`src/rtl/pts_pkg.sv`:
```
// ----------------------------------------------------------------------------
// pts_pkg
// Shared constants of the PWM tone setup timer: command codes, frequency
// clamp bounds, wrap search bounds, divider bounds and the clock reset value.
// ----------------------------------------------------------------------------
package pts_pkg;

  // Command codes carried by the command field.
  localparam logic [1:0] CMD_PLAY = 2'd0;
  localparam logic [1:0] CMD_OFF  = 2'd1;
  localparam logic [1:0] CMD_TICK = 2'd2;

  // Tone frequency clamp, in hertz.
  localparam logic [14:0] FREQ_MIN = 15'd20;
  localparam logic [14:0] FREQ_MAX = 15'd20000;

  // Wrap search: start value and the doubling limit.
  localparam logic [15:0] WRAP_START = 16'd1000;
  localparam logic [15:0] WRAP_LIMIT = 16'd32768;

  // Divider in unsigned 8.4 fixed point, clamped to 1.0 .. 255.875.
  localparam logic [11:0] DIV_FIX_MIN = 12'd16;
  localparam logic [11:0] DIV_FIX_MAX = 12'd4094;
  localparam logic [7:0]  DIV_MAX_WHOLE = 8'd255;

  // Reset value of the system clock register.
  localparam logic [27:0] SYSCLK_RESET = 28'd125000000;

endpackage

```
`src/rtl/pwm_tone_setup_timer.sv`:
```
// ----------------------------------------------------------------------------
// pwm_tone_setup_timer
// Tone generator setup: turns play, off and millisecond-tick commands into
// PWM wrap, clock divider and compare settings, with a timed shutoff.
// ----------------------------------------------------------------------------
// An off command, a tick, an unused code or a play at zero frequency goes
// straight from acceptance to the emit state, which loads the result register
// once it has room. A play at a real frequency passes through the multiply,
// scale, test, divide, finish and emit states; each wrap doubling (0 to 6 of
// them) passes through the scale and test states once more, and the divider
// is a restoring bit-serial divider that produces one quotient bit per cycle
// for a 13-bit quotient. One transaction is worked on at a time; the next one
// is accepted while the previous result waits in the output register.
module pwm_tone_setup_timer
  import pts_pkg::*;
(
  input  logic        clk,
  input  logic        rst,
  // Configuration: system clock frequency in hertz.
  input  logic        cfg_wr_en,
  input  logic [27:0] cfg_wr_data,
  // Command channel.
  input  logic        in_valid,
  output logic        in_ready,
  input  logic [1:0]  command,
  input  logic [19:0] freq_hz,
  input  logic [23:0] tone_len_ms,
  // Result channel.
  output logic        out_valid,
  input  logic        out_ready,
  output logic        pwm_enabled,
  output logic        pin_is_pwm,
  output logic [15:0] wrap_value,
  output logic [7:0]  divider_int,
  output logic [3:0]  divider_frac,
  output logic [14:0] duty_level,
  output logic        tone_expired
);

  typedef enum logic [2:0] {
    S_IDLE,
    S_MULT,
    S_SCALE,
    S_TEST,
    S_DIV,
    S_FIN,
    S_EMIT
  } state_t;

  state_t      state;
  logic [27:0] sysclk_hz;

  // Architectural tone state.
  logic        running;
  logic        pin_pwm_mode;
  logic        started_once;
  logic [15:0] wrap_reg;
  logic [11:0] divider_fixed;
  logic [14:0] level_reg;
  logic [23:0] remaining_ms;
  logic        timer_armed;
  logic        expired;

  // Working registers of a play setup.
  logic [14:0] freq_r;
  logic [23:0] dur_r;
  logic [15:0] wrap_work;
  logic [30:0] prod;      // freq * (wrap + 1)
  logic [38:0] prod_x255; // 255 * freq * (wrap + 1)
  logic [31:0] rem_r;     // divider remainder
  logic [42:0] dsr;       // shifted divisor
  logic [12:0] quo;
  logic [3:0]  div_cnt;

  // Combinational helpers.
  logic [14:0] freq_clamped;
  logic [23:0] rem_dec;
  logic        do_double;
  logic        div_bit;
  logic [11:0] quo_clamped;
  logic        out_free;

  // Clamp the requested frequency into the audible range.
  always_comb begin
    priority if (freq_hz < {5'd0, FREQ_MIN}) begin
      freq_clamped = FREQ_MIN;
    end else if (freq_hz > {5'd0, FREQ_MAX}) begin
      freq_clamped = FREQ_MAX;
    end else begin
      freq_clamped = freq_hz[14:0];
    end
  end

  // Countdown step, doubling test, division step and divider clamp.
  always_comb begin
    rem_dec   = remaining_ms - {23'd0, (remaining_ms != 24'd0)};
    do_double = ({11'd0, sysclk_hz} > prod_x255) && (wrap_work < WRAP_LIMIT);
    div_bit   = ({11'd0, rem_r} >= dsr);
    priority if (quo[12]) begin
      quo_clamped = DIV_FIX_MAX;
    end else if (quo[11:0] < DIV_FIX_MIN) begin
      quo_clamped = DIV_FIX_MIN;
    end else if (quo[11:0] > DIV_FIX_MAX) begin
      quo_clamped = DIV_FIX_MAX;
    end else begin
      quo_clamped = quo[11:0];
    end
  end

  assign in_ready = (state == S_IDLE);
  assign out_free = !out_valid || out_ready;

  // Configuration register.
  always_ff @(posedge clk) begin
    if (rst) begin
      sysclk_hz <= SYSCLK_RESET;
    end else if (cfg_wr_en) begin
      sysclk_hz <= cfg_wr_data;
    end
  end

  // Sequencer, tone state and output register.
  always_ff @(posedge clk) begin
    if (rst) begin
      state         <= S_IDLE;
      running       <= 1'b0;
      pin_pwm_mode  <= 1'b0;
      started_once  <= 1'b0;
      wrap_reg      <= WRAP_START;
      divider_fixed <= DIV_FIX_MIN;
      level_reg     <= WRAP_START[15:1];
      remaining_ms  <= 24'd0;
      timer_armed   <= 1'b0;
      expired       <= 1'b0;
      out_valid     <= 1'b0;
    end else begin
      // The result register empties when the transaction is taken, unless a
      // new result is loaded at the same edge.
      if (out_valid && out_ready && (state != S_EMIT)) begin
        out_valid <= 1'b0;
      end

      unique case (state)
        S_IDLE: begin
          if (in_valid) begin
            expired <= (command == CMD_TICK) && timer_armed && (rem_dec == 24'd0);
            if ((command == CMD_PLAY) && (freq_hz != 20'd0)) begin
              state <= S_MULT;
            end else begin
              state <= S_EMIT;
            end
            unique case (command)
              CMD_PLAY: begin
                started_once <= 1'b1;
                timer_armed  <= 1'b0;
                remaining_ms <= 24'd0;
                freq_r       <= freq_clamped;
                dur_r        <= tone_len_ms;
                wrap_work    <= WRAP_START;
                if (freq_hz == 20'd0) begin
                  running      <= 1'b0;
                  pin_pwm_mode <= 1'b0;
                end else begin
                  pin_pwm_mode <= 1'b1;
                end
              end
              CMD_OFF: begin
                if (started_once) begin
                  running      <= 1'b0;
                  pin_pwm_mode <= 1'b0;
                  timer_armed  <= 1'b0;
                  remaining_ms <= 24'd0;
                end
              end
              CMD_TICK: begin
                if (timer_armed) begin
                  remaining_ms <= rem_dec;
                  if (rem_dec == 24'd0) begin
                    timer_armed <= 1'b0;
                    if (started_once) begin
                      running      <= 1'b0;
                      pin_pwm_mode <= 1'b0;
                    end
                  end
                end
              end
              default: begin
              end
            endcase
          end
        end

        // Product for the starting wrap.
        S_MULT: begin
          prod  <= 31'(freq_r) * 31'(WRAP_START + 16'd1);
          state <= S_SCALE;
        end

        // Scale the product by the largest whole divider.
        S_SCALE: begin
          prod_x255 <= 39'(prod) * 39'(DIV_MAX_WHOLE);
          state     <= S_TEST;
        end

        // Double the wrap while under its limit and the divider is above 255.
        S_TEST: begin
          if (do_double) begin
            wrap_work <= {wrap_work[14:0], 1'b0};
            prod      <= {prod[29:0], 1'b0} - 31'(freq_r);
            state     <= S_SCALE;
          end else begin
            rem_r   <= {sysclk_hz, 4'd0};
            dsr     <= {prod, 12'd0};
            quo     <= 13'd0;
            div_cnt <= 4'd12;
            state   <= S_DIV;
          end
        end

        // Restoring division, one quotient bit per cycle.
        S_DIV: begin
          if (div_bit) begin
            rem_r <= rem_r - dsr[31:0];
          end
          quo     <= {quo[11:0], div_bit};
          dsr     <= {1'b0, dsr[42:1]};
          div_cnt <= div_cnt - 4'd1;
          if (div_cnt == 4'd0) begin
            state <= S_FIN;
          end
        end

        // Commit the new tone settings.
        S_FIN: begin
          wrap_reg      <= wrap_work;
          divider_fixed <= quo_clamped;
          level_reg     <= wrap_work[15:1];
          running       <= 1'b1;
          if (dur_r != 24'd0) begin
            timer_armed  <= 1'b1;
            remaining_ms <= dur_r;
          end
          state <= S_EMIT;
        end

        // Hand the state to the output register once it has room.
        S_EMIT: begin
          if (out_free) begin
            out_valid    <= 1'b1;
            pwm_enabled  <= running;
            pin_is_pwm   <= pin_pwm_mode;
            wrap_value   <= wrap_reg;
            divider_int  <= divider_fixed[11:4];
            divider_frac <= divider_fixed[3:0];
            duty_level   <= level_reg;
            tone_expired <= expired;
            state        <= S_IDLE;
          end
        end

        default: begin
          state <= S_IDLE;
        end
      endcase
    end
  end

endmodule

```
`config.mk`:
```
export PLATFORM = sky130hd
export DESIGN_NAME = pwm_tone_setup_timer
export DESIGN_NICKNAME = d
export VERILOG_FILES = /design/src/rtl/pts_pkg.sv /design/src/rtl/pwm_tone_setup_timer.sv
export SDC_FILE = /design/constraint.sdc
export NUM_CORES = 1
export LEC_CHECK = 0
export BUFFER_PORTS_ARGS = -buffer_cell sky130_fd_sc_hd__buf_4
export CAP_MARGIN = 20
export CORE_MARGIN = 5
export CORE_UTILIZATION = 60
export CTS_CLUSTER_DIAMETER = 50
export CTS_CLUSTER_SIZE = 14
export DETAILED_ROUTE_END_ITERATION = 8
export PLACE_DENSITY = 0.76
export SLEW_MARGIN = 30
export SYNTH_ARGS = -nofsm -noshare
export SYNTH_HDL_FRONTEND = slang
export SYNTH_SLANG_ARGS = --single-unit
```
`constraint.sdc`:
```
create_clock -name clk -period 21.8 [get_ports clk]
set_input_delay 2.18 -clock clk [delete_from_list [all_inputs] [get_ports clk]]
set_output_delay 2.18 -clock clk [all_outputs]
set_load 0.05 [all_outputs]
```
Word-level counts from Yosys, hierarchy flattened
Cells that the tools add are included.
Widths: inputs -> output; s select.
{"block": "word_totals", "output_inout_bits": 48, "n_memories": 0, "input_bits": 79, "reg_bits": 367, "ram_bits": 0, "latchBits": 0, "romBits": 0, "wordCells": 156}
{"block": "classes", "muxes": 53, "n_mul": 2, "n_eq_ne": 24, "n_div": 0, "n_shift": 0, "order_cmp": 7, "add_sub_neg": 4, "bitwise_logic": 1, "reduce_logical": 36}
{"operator": "$mux 24", "n": 4}
{"operator": "$pmux 43 s2", "n": 1}
{"operator": "$pmux 24 s3", "n": 1}
{"operator": "$mux 32", "n": 2}
{"operator": "$pmux 32 s2", "n": 1}
{"operator": "$pmux 31 s2", "n": 1}
{"operator": "$mux 16", "n": 3}
{"operator": "$pmux 24 s2", "n": 1}
{"operator": "$reduce_bool 24->1", "n": 2}
{"operator": "$ge 32x43->1", "n": 1}
{"operator": "$mux 43", "n": 1}
{"operator": "$gt 28x39->1", "n": 1}
{"operator": "$mul 31x8->39 const B", "n": 1}
{"operator": "$mux 12", "n": 3}
{"operator": "$pmux 16 s2", "n": 1}
{"operator": "$sub 32x32->32", "n": 1}
{"operator": "$mux 31", "n": 1}
{"operator": "$sub 31x15->31", "n": 1}
{"operator": "$pmux 13 s2", "n": 1}
{"operator": "$mul 15x10->25 const B", "n": 1}
{"operator": "$logic_not 24->1", "n": 1}
{"operator": "$sub 24x1->24", "n": 1}
{"operator": "$pmux 3 s7", "n": 1}
{"operator": "$gt 20x15->1 const B", "n": 1}
{"operator": "40 further kinds", "n": 94}

Depth between registers and ports, before layout
Gate-level depths: netlist of run 1.
{"block": "depth", "ltp_word": 8, "mapped_depth": 20, "ltp_nobuf": 20}

Worst setup path before layout of run 1
OpenSTA, ideal clock, no wires.
{"block": "synth_timing", "path_type": "input port to flip-flop", "start": "in rst", "end": "reg prod[0], enable pin", "setup_time_ps": 588, "required_ps": 21212, "setup_slack_ps": 13863, "cell_stages": 2, "path_buffers": 1, "t_arrival_ps": 7349, "cell_sequence": "clkbuf_1 a2111oi_0"}
{"block": "synth_between", "elab_chain_len": 2}
{"item": "start, declared", "line": "pwm_tone_setup_timer.sv:18", "source": "input logic rst,"}
{"item": "$not 1->1 (no source line)"}
{"item": "$reduce_and 3->1 (no source line)"}
{"item": "end signal, assigned", "line": "pwm_tone_setup_timer.sv:195", "source": "prod <= 31'(freq_r) * 31'(WRAP_START + 16'd1);"}
{"item": "end signal, assigned", "line": "pwm_tone_setup_timer.sv:209", "source": "prod <= {prod[29:0], 1'b0} - 31'(freq_r);"}
{"item": "end, declared", "line": "pwm_tone_setup_timer.sv:68", "source": "logic [30:0] prod;"}
No other way between the ends.
A chain may end at the register's enable or synchronous reset.

Worst setup path in the final report of run 1
{"block": "layout_timing", "start": "reg freq_r[3]", "end": "reg prod[24] (data pin)"}
{"block": "layout_between", "elab_chain_len": 3, "elab_cells_between_ends": 4, "cone_classes": "add/sub (1); mul (1); mux (2)"}
{"item": "start, declared", "line": "pwm_tone_setup_timer.sv:65", "source": "logic [14:0] freq_r;"}
{"item": "start signal, assigned", "line": "pwm_tone_setup_timer.sv:157", "source": "freq_r <= freq_clamped;"}
{"item": "branches (longest 2 deep; another with $mul 15x10->25)"}
{"item": "$pmux 31 s2 *", "line": "pwm_tone_setup_timer.sv:143", "source": "unique case (state)"}
Every way passes the cells marked *. The select of a mux whose other input is x is not followed.

==> summary.txt, run 1 <==
Run status
  – Outcome: completed

Clock network
  – CTS tree: yes
  – # hold bufs at CTS: 0
  – Cts bufs inserted: 38
  – Clock sinks: between 300 and 400
  – Worst-skew pair later-pin latency: 0.57 ns
  – CTS max path bufs: 3
  – Post-CTS sizing: 0
  – Worst-path clk slew: 0.06 ns
  – H-tree Lvls: 2
  – Root Buffer: clkbuf_16
  – # Post-CTS Setup Buffers: 0

Pwr
  – P_leak: approximately 13 nW
  – Maximum VDD drop: around 61 uV
  – Power Density: 94.4 nW/um^2
  – Power, Total: approximately 2.7 mW

Setup path
  – Setup CP Type: reg2reg
  – Arr. time, crit path: 6.28 ns
  – CP max FO: 5
  – Worst Path Required: 22.09 ns
  – Most used cell along the critical path: fa_1
  – CP peak stage delay: about 0.54 ns
  – Critical path endpoint category: flip-flop
  – Slowest CP cell: fa_1
  – CP cell instances: inv_1 > fa_1 > fa_1 > fa_1 > inv_1 > fa_1 > inv_1 > fa_1 > inv_1 > ha_1 > or3_1 > a21oi_1 > o31ai_1 > o41ai_4 > o22ai_1 > or4_1 > a31oi_1 > xnor2_1 > a21oi_1
  – CP startpoint kind: flip-flop

Global route
  – Tot GR Track Use: 0.241
  – Vias in the first global route: 18.7k
  – Antenna violations before repair: 1
  – Grt ovf: 0
  – Maximum number of pins on one net before global-route repair: 81
  – First-pass GRT wire length: 93.6 mm

Logic synthesis
  – Synth unique cells: 89
  – Largest family of logic cells by synthesized area: adder cells
  – Top cells by area, synth: edfxtp_1 28%, fa_1 16%, ha_1 11%
  – Synth area leader: edfxtp_1
  – Synth Instances: 2515
  – Post-synth EDFFs: ~240
  – Ys Warns: 0
  – Synth Area in Compound Gates: 0.117
  – Ys async rst share: 0
  – Syn Std Cell Area: 25500 um^2
  – Avg Inst Size Synth: 10.2 um^2
  – Post-Synth XOR/XNOR Area: 0.0401
  – Top-area cell type share of the netlist area: 0.285
  – Synth Area in Adders: 0.275
  – #FFs+latches synth: 328
  – Primary FF master, synth: edfxtp_1
  – Multiplexer share of the synthesized area: 0.0126
  – Sequential area share after synthesis: 0.352
  – Synth Area in Simple Gates: 0.127

Floorplan
  – Die footprint: 46800 um^2
  – Starting density of the core: 0.607
  – Row cnt: 75
  – Die X: roughly 220 um
  – Die H: around 220 um
  – # IOs: 127
  – Core area: roughly 42000 um^2

Layout
  – Fin nets: 3122
  – Reg with most FFs: dsr
  – Final Non-Filler Cells: between 3k and 4k
  – Commonest non-fill, non-tap cells in the layout: 406 x inv_1, 242 x edfxtp_1, 231 x ha_1, 206 x fa_1, 183 x nand2_1
  – Max FFs per register: 43
  – Biggest regs: dsr x43, prod_x255 x39, rem_r x32
  – Antenna cell count: 0
  – Most common cell after layout, fill and taps aside: inv_1
  – Synthesis-to-layout area growth: 10.2%
  – Share of cells above drive strength 1: 0.0937
  – Fill count: 3274

Routing
  – DR iter-0 viols: 1264
  – Detailed-route wire length: 55.4 mm
  – DRC Markers: 0
  – Vias after detailed routing: 18.0k
  – Routed len/inst: about 17 um
  – Routed vias/inst: about 5.7
  – Antenna-violating nets left: 0
  – Drt pass-1 iters: 5

STA
  – Worst setup margin: 15.81 ns
  – Worst Tran Pin Value: 0.971 ns
  – RSZ-0062 raised after global routing: false
  – Final period util: 0.275
  – Setup TNS: 0 ns
  – Worst Clk Skew: ~0.021 ns
  – Peak Freq: 0.167 GHz
  – Final min period: 5.99 ns
  – Endpoints failing setup: 0
  – Relative slew slack: 0.347
  – Final Max Slew Viols: 0
  – Final Hold Vio Count: 0

Placement
  – Post-DP HPWL: 42.8 mm
  – Pre-CTS setup slack: 15.85 ns
  – Port Buffers: 121
  – Placer congestion estimate: between 0.9 and 1
  – Dpl cells: between 3k and 4k

Hold path
  – Worst min path class: reg2reg

Run
  – # Max-Cap Violations: 0
[layout make-up]
type / count / area [um^2] / share of cell area
multi-input cells: 1695 / 14700 / 0.521
well taps: 539 / 674 / 0.0240
inverters: 408 / 1530 / 0.0544
clock inverters: 23 / 246 / 0.00876
clock buffers: 47 / 1020 / 0.0361
repair buffers: 135 / 1010 / 0.0360
flip-flops and latches: 328 / 8990 / 0.319
[layer usage]
| metal | vias to the layer above | share of wire | GRT usage |
|---|---|---|---|
| met3 | 84 | 0.061 | 0.0466 |
| li1 | 8713 | - | - |
| met5 | - | 0 | 0 |
| met2 | 482 | 0.47 | 0.392 |
| met1 | 8714 | 0.45 | 0.337 |
| met4 | 0 | 0.025 | 0.0636 |
[metrics by stage]
step                hold slack, ns  instance area [um^2]  utilization
finish                       0.428                 28100        0.669
global route                 0.445                 28100        0.669
CTS                          0.429                 28100        0.669
detailed placement           0.414                 26900        0.639
global placement             0.416                 26900        0.639
floorplan                    0.408                 25500            -
[power breakdown]
| group | internal (mW) | switching (mW) |
|---|---|---|
| Sequential | 0.774 | 0.0361 |
| Clock | 0.367 | 0.279 |
| Combinational | 0.507 | 0.692 |
| Total | 1.65 | 1.01 |
[cells by family (layout without fill, tap and decap cells)]
logic type	after synthesis	count (layout)
compound gates	453	453
xor+xnor	117	117
fa+ha+maj	437	437
buf+inv	496	613
flops	328	328
mux	32	32
other cells	1	5
simple gates	651	651
[worst max-delay path: cells and delay by family, from the launching register on]
kind	cells	cell delay, ns
xor gates and xnor gates	1	0.14
AOI/OAI and AO/OA	6	1.12
DFF	1	0.48
buffers and inverters	4	0.41
and+or+nand+nor	2	0.77
adders and majority gates	6	2.78
[cells in the mapped netlist (5+ instances only)]
master,count
inv_1,406
edfxtp_1,242
ha_1,231
fa_1,206
nand2_1,183
nor2_1,162
o21ai_0,120
a21oi_1,116
dfxtp_1,86
xnor2_1,79
nor3_1,66
clkbuf_1,61
a21o_1,59
xor2_1,38
nand3_1,36
mux2i_1,31
and2_1,27
nand2b_1,23
nor4_1,23
nor2b_1,21
buf_4,20
nand4_1,20
o21a_1,17
and3_1,16
or3_1,14
a22oi_1,11
a31oi_1,11
o21ai_1,11
o21bai_1,11
o31ai_1,10
or2_2,10
a211oi_1,9
a221oi_1,9
and4_1,7
nand3b_1,7
nor3b_1,6
o211ai_1,6
or4_1,6
a211o_1,5
o31a_1,5
[final timing paths]
kind                                   start       endpoint  slack (ns)  cells past startpoint
worst max register to register     freq_r[3]       prod[24]       15.81                     19
worst min register to register  wrap_reg[10]  duty_level[9]        0.43                      0
worst max-delay path               freq_r[3]       prod[24]       15.81                     19
worst min-delay path            wrap_reg[10]  duty_level[9]        0.43                      0
Power figures use the tool's default switching activity.
==> run 2: changes to the inputs <==
==> constraint.sdc (replaced) <==
create_clock -name clk -period 5.64 [get_ports clk]
set_input_delay 0.564 -clock clk [delete_from_list [all_inputs] [get_ports clk]]
set_output_delay 0.564 -clock clk [all_outputs]
set_load 0.05 [all_outputs]
==> summary.txt, run 2 (synthesis gave the netlist of run 1 again) <==
Global route
  – Grt ovf: 0
  – Antenna violations before repair: 0
  – Maximum number of pins on one net before global-route repair: 81
  – Tot GR Track Use: 0.242
  – First-pass GRT wire length: 93.6 mm
  – Vias in the first global route: between 15k and 20k

Setup path
  – Top Family by Delay on Critical Path: adder cells
  – Critical path endpoint category: flip-flop
  – CP peak stage delay: 0.53 ns
  – CP cell instances: inv_2 > fa_1 > fa_1 > fa_1 > inv_1 > fa_1 > inv_1 > fa_1 > inv_1 > ha_2 > or3_4 > a21oi_4 > o31ai_4 > o41ai_4 > o22ai_2 > or4_4 > a31oi_4 > xnor2_1 > a21oi_1
  – Worst reg2reg path depth: 19
  – Worst Path Required: 5.94 ns
  – Most used cell along the critical path: fa_1
  – CP max FO: 3
  – Setup CP Type: reg2reg
  – Slowest CP cell: fa_1
  – Cell depth of the worst setup path: 19
  – CP startpoint kind: flip-flop
  – Arr. time, crit path: 5.86 ns
  – Buffers & Inverters on Critical Path: 4

STA
  – Worst setup margin: 0.0790 ns
  – Setup TNS: 0 ns
  – Fin Hold WS: 0.167 ns
  – RSZ-0062 raised after global routing: true
  – Worst Tran Pin Value: 0.969 ns
  – Final Hold Vio Count: 0
  – Final min period: 5.56 ns
  – Relative slew slack: 0.348
  – Worst Clk Skew: around 0.022 ns
  – Final Max Slew Viols: 0
  – Endpoints failing setup: 0
  – Peak Freq: between 0.15 and 0.2 GHz
  – Final period util: 0.986

Clock network
  – CTS tree: yes
  – # hold bufs at CTS: 0
  – Root Buffer: clkbuf_16
  – Cts bufs inserted: 39
  – Clock sinks: 328
  – CTS max path bufs: 3
  – Worst-skew pair later-pin latency: 0.57 ns
  – Worst-path clk slew: 0.06 ns
  – H-tree Lvls: 2

Layout
  – Synthesis-to-layout area growth: 14.0%
  – Biggest regs: dsr x43, prod_x255 x39, rem_r x32
  – Reg with most FFs: dsr
  – Share of cells above drive strength 1: 0.139
  – Commonest non-fill, non-tap cells in the layout: 393 x inv_1, 242 x edfxtp_1, 225 x ha_1, 222 x buf_4, 205 x fa_1
  – Fill count: 3188
  – Fin nets: 3213
  – Antenna cell count: 0
  – Most common cell after layout, fill and taps aside: inv_1
  – Max FFs per register: 43
  – Final core utilization: 0.692
  – Final Non-Filler Cells: 3266
  – Register area: about 9000 um^2
  – Multi-input logic area: 14900 um^2

Floorplan
  – Row cnt: 75
  – Core area: between 40000 and 50000 um^2
  – # IOs: between 100 and 150
  – Die footprint: 46800 um^2
  – Die X: around 220 um
  – Die H: 216 um
  – Starting density of the core: 0.607

Routing
  – Drt pass-1 iters: 5
  – DR iter-0 viols: 1372
  – Detailed-route wire length: 56.2 mm
  – Routed len/inst: 17.2 um
  – DRC Markers: 0
  – Antenna-violating nets left: 0
  – Routed vias/inst: 5.64
  – Vias after detailed routing: 18.4k

Placement
  – Pre-CTS setup slack: -0.0806 ns
  – Dpl cells: 3179
  – Port Buffers: between 100 and 150
  – Placer congestion estimate: 0.910
  – Post-DP HPWL: 43.6 mm

Pwr
  – Power Density: 370 nW/um^2
  – Maximum VDD drop: 262 uV
  – P_leak: roughly 13 nW

Run
  – # Max-Cap Violations: 0

Hold path
  – Worst min path class: in2reg
  – Worst hold stages: 1

Run status
  – Outcome: completed
==> run 2: cell types whose count changed in the layout (fill, tap and decap cells not counted), moves of 3 or more <==
cell       before  now
a21oi_1       115  110
a21oi_2         1    4
buf_4         135  222
clkbuf_16      39   43
ha_1          231  225
ha_2            0    4
inv_1         406  393
inv_2           1   13
inv_4           0    4
inv_6           6    2
inv_8           6    2
nor3_1         63   60
nor3_2          4    7
o21ai_0       120  117
==> run 2: power breakdown <==
group          switching, mW  internal, mW  leakage, nW
combinational           2.81          2.24         9.46
sequential             0.136          2.99         2.89
clock                   1.06          1.52        0.650
==> run 2: routing by layer <==
metal  global-route usage  up-vias  wire, um
met4               0.0628        0      1160
met1                0.334     8986     24900
li1                     -     8898         -
met3               0.0290       80      2960
met2                0.412      441     27200
met5                    0        -         0
==> run 2: repair_timing <==
action | in CTS | in global routing
buffers inserted | 8 | 9
gates resized for setup | 20 | 33
setup endpoints to repair | 1 | 9
endpoints found under the hold margin | 0 | 0
pin swaps | 21 | 27
==> run 2: final cells by class <==
type | instances | area share
multi-input combinational | 1695 | 0.511
sequential | 328 | 0.309
timing repair buffer | 225 | 0.0587
inverter | 408 | 0.0527
clock buffer | 50 | 0.0382
tap | 539 | 0.0232
clock inverter | 21 | 0.00765
==> run 2: stage by stage <==
| step | total power, mW | area, um^2 |
|---|---|---|
| after global placement | 7.85 | 27400 |
| after global routing | 11.6 | 29100 |
| after floorplan | 6.80 | 25600 |
| after CTS | 10.6 | 28900 |
| final | 10.8 | 29100 |
| after detailed placement | 8.00 | 27400 |
==> run 2: final timing paths <==
path,startpoint,slack (ns),end
setup / recovery,freq_r[2],0.08,prod[24]
hold / removal,tone_len_ms[1],0.17,dur_r[1]
setup reg to reg,freq_r[2],0.08,prod[24]
hold reg to reg,divider_fixed[6],0.43,divider_int[2]
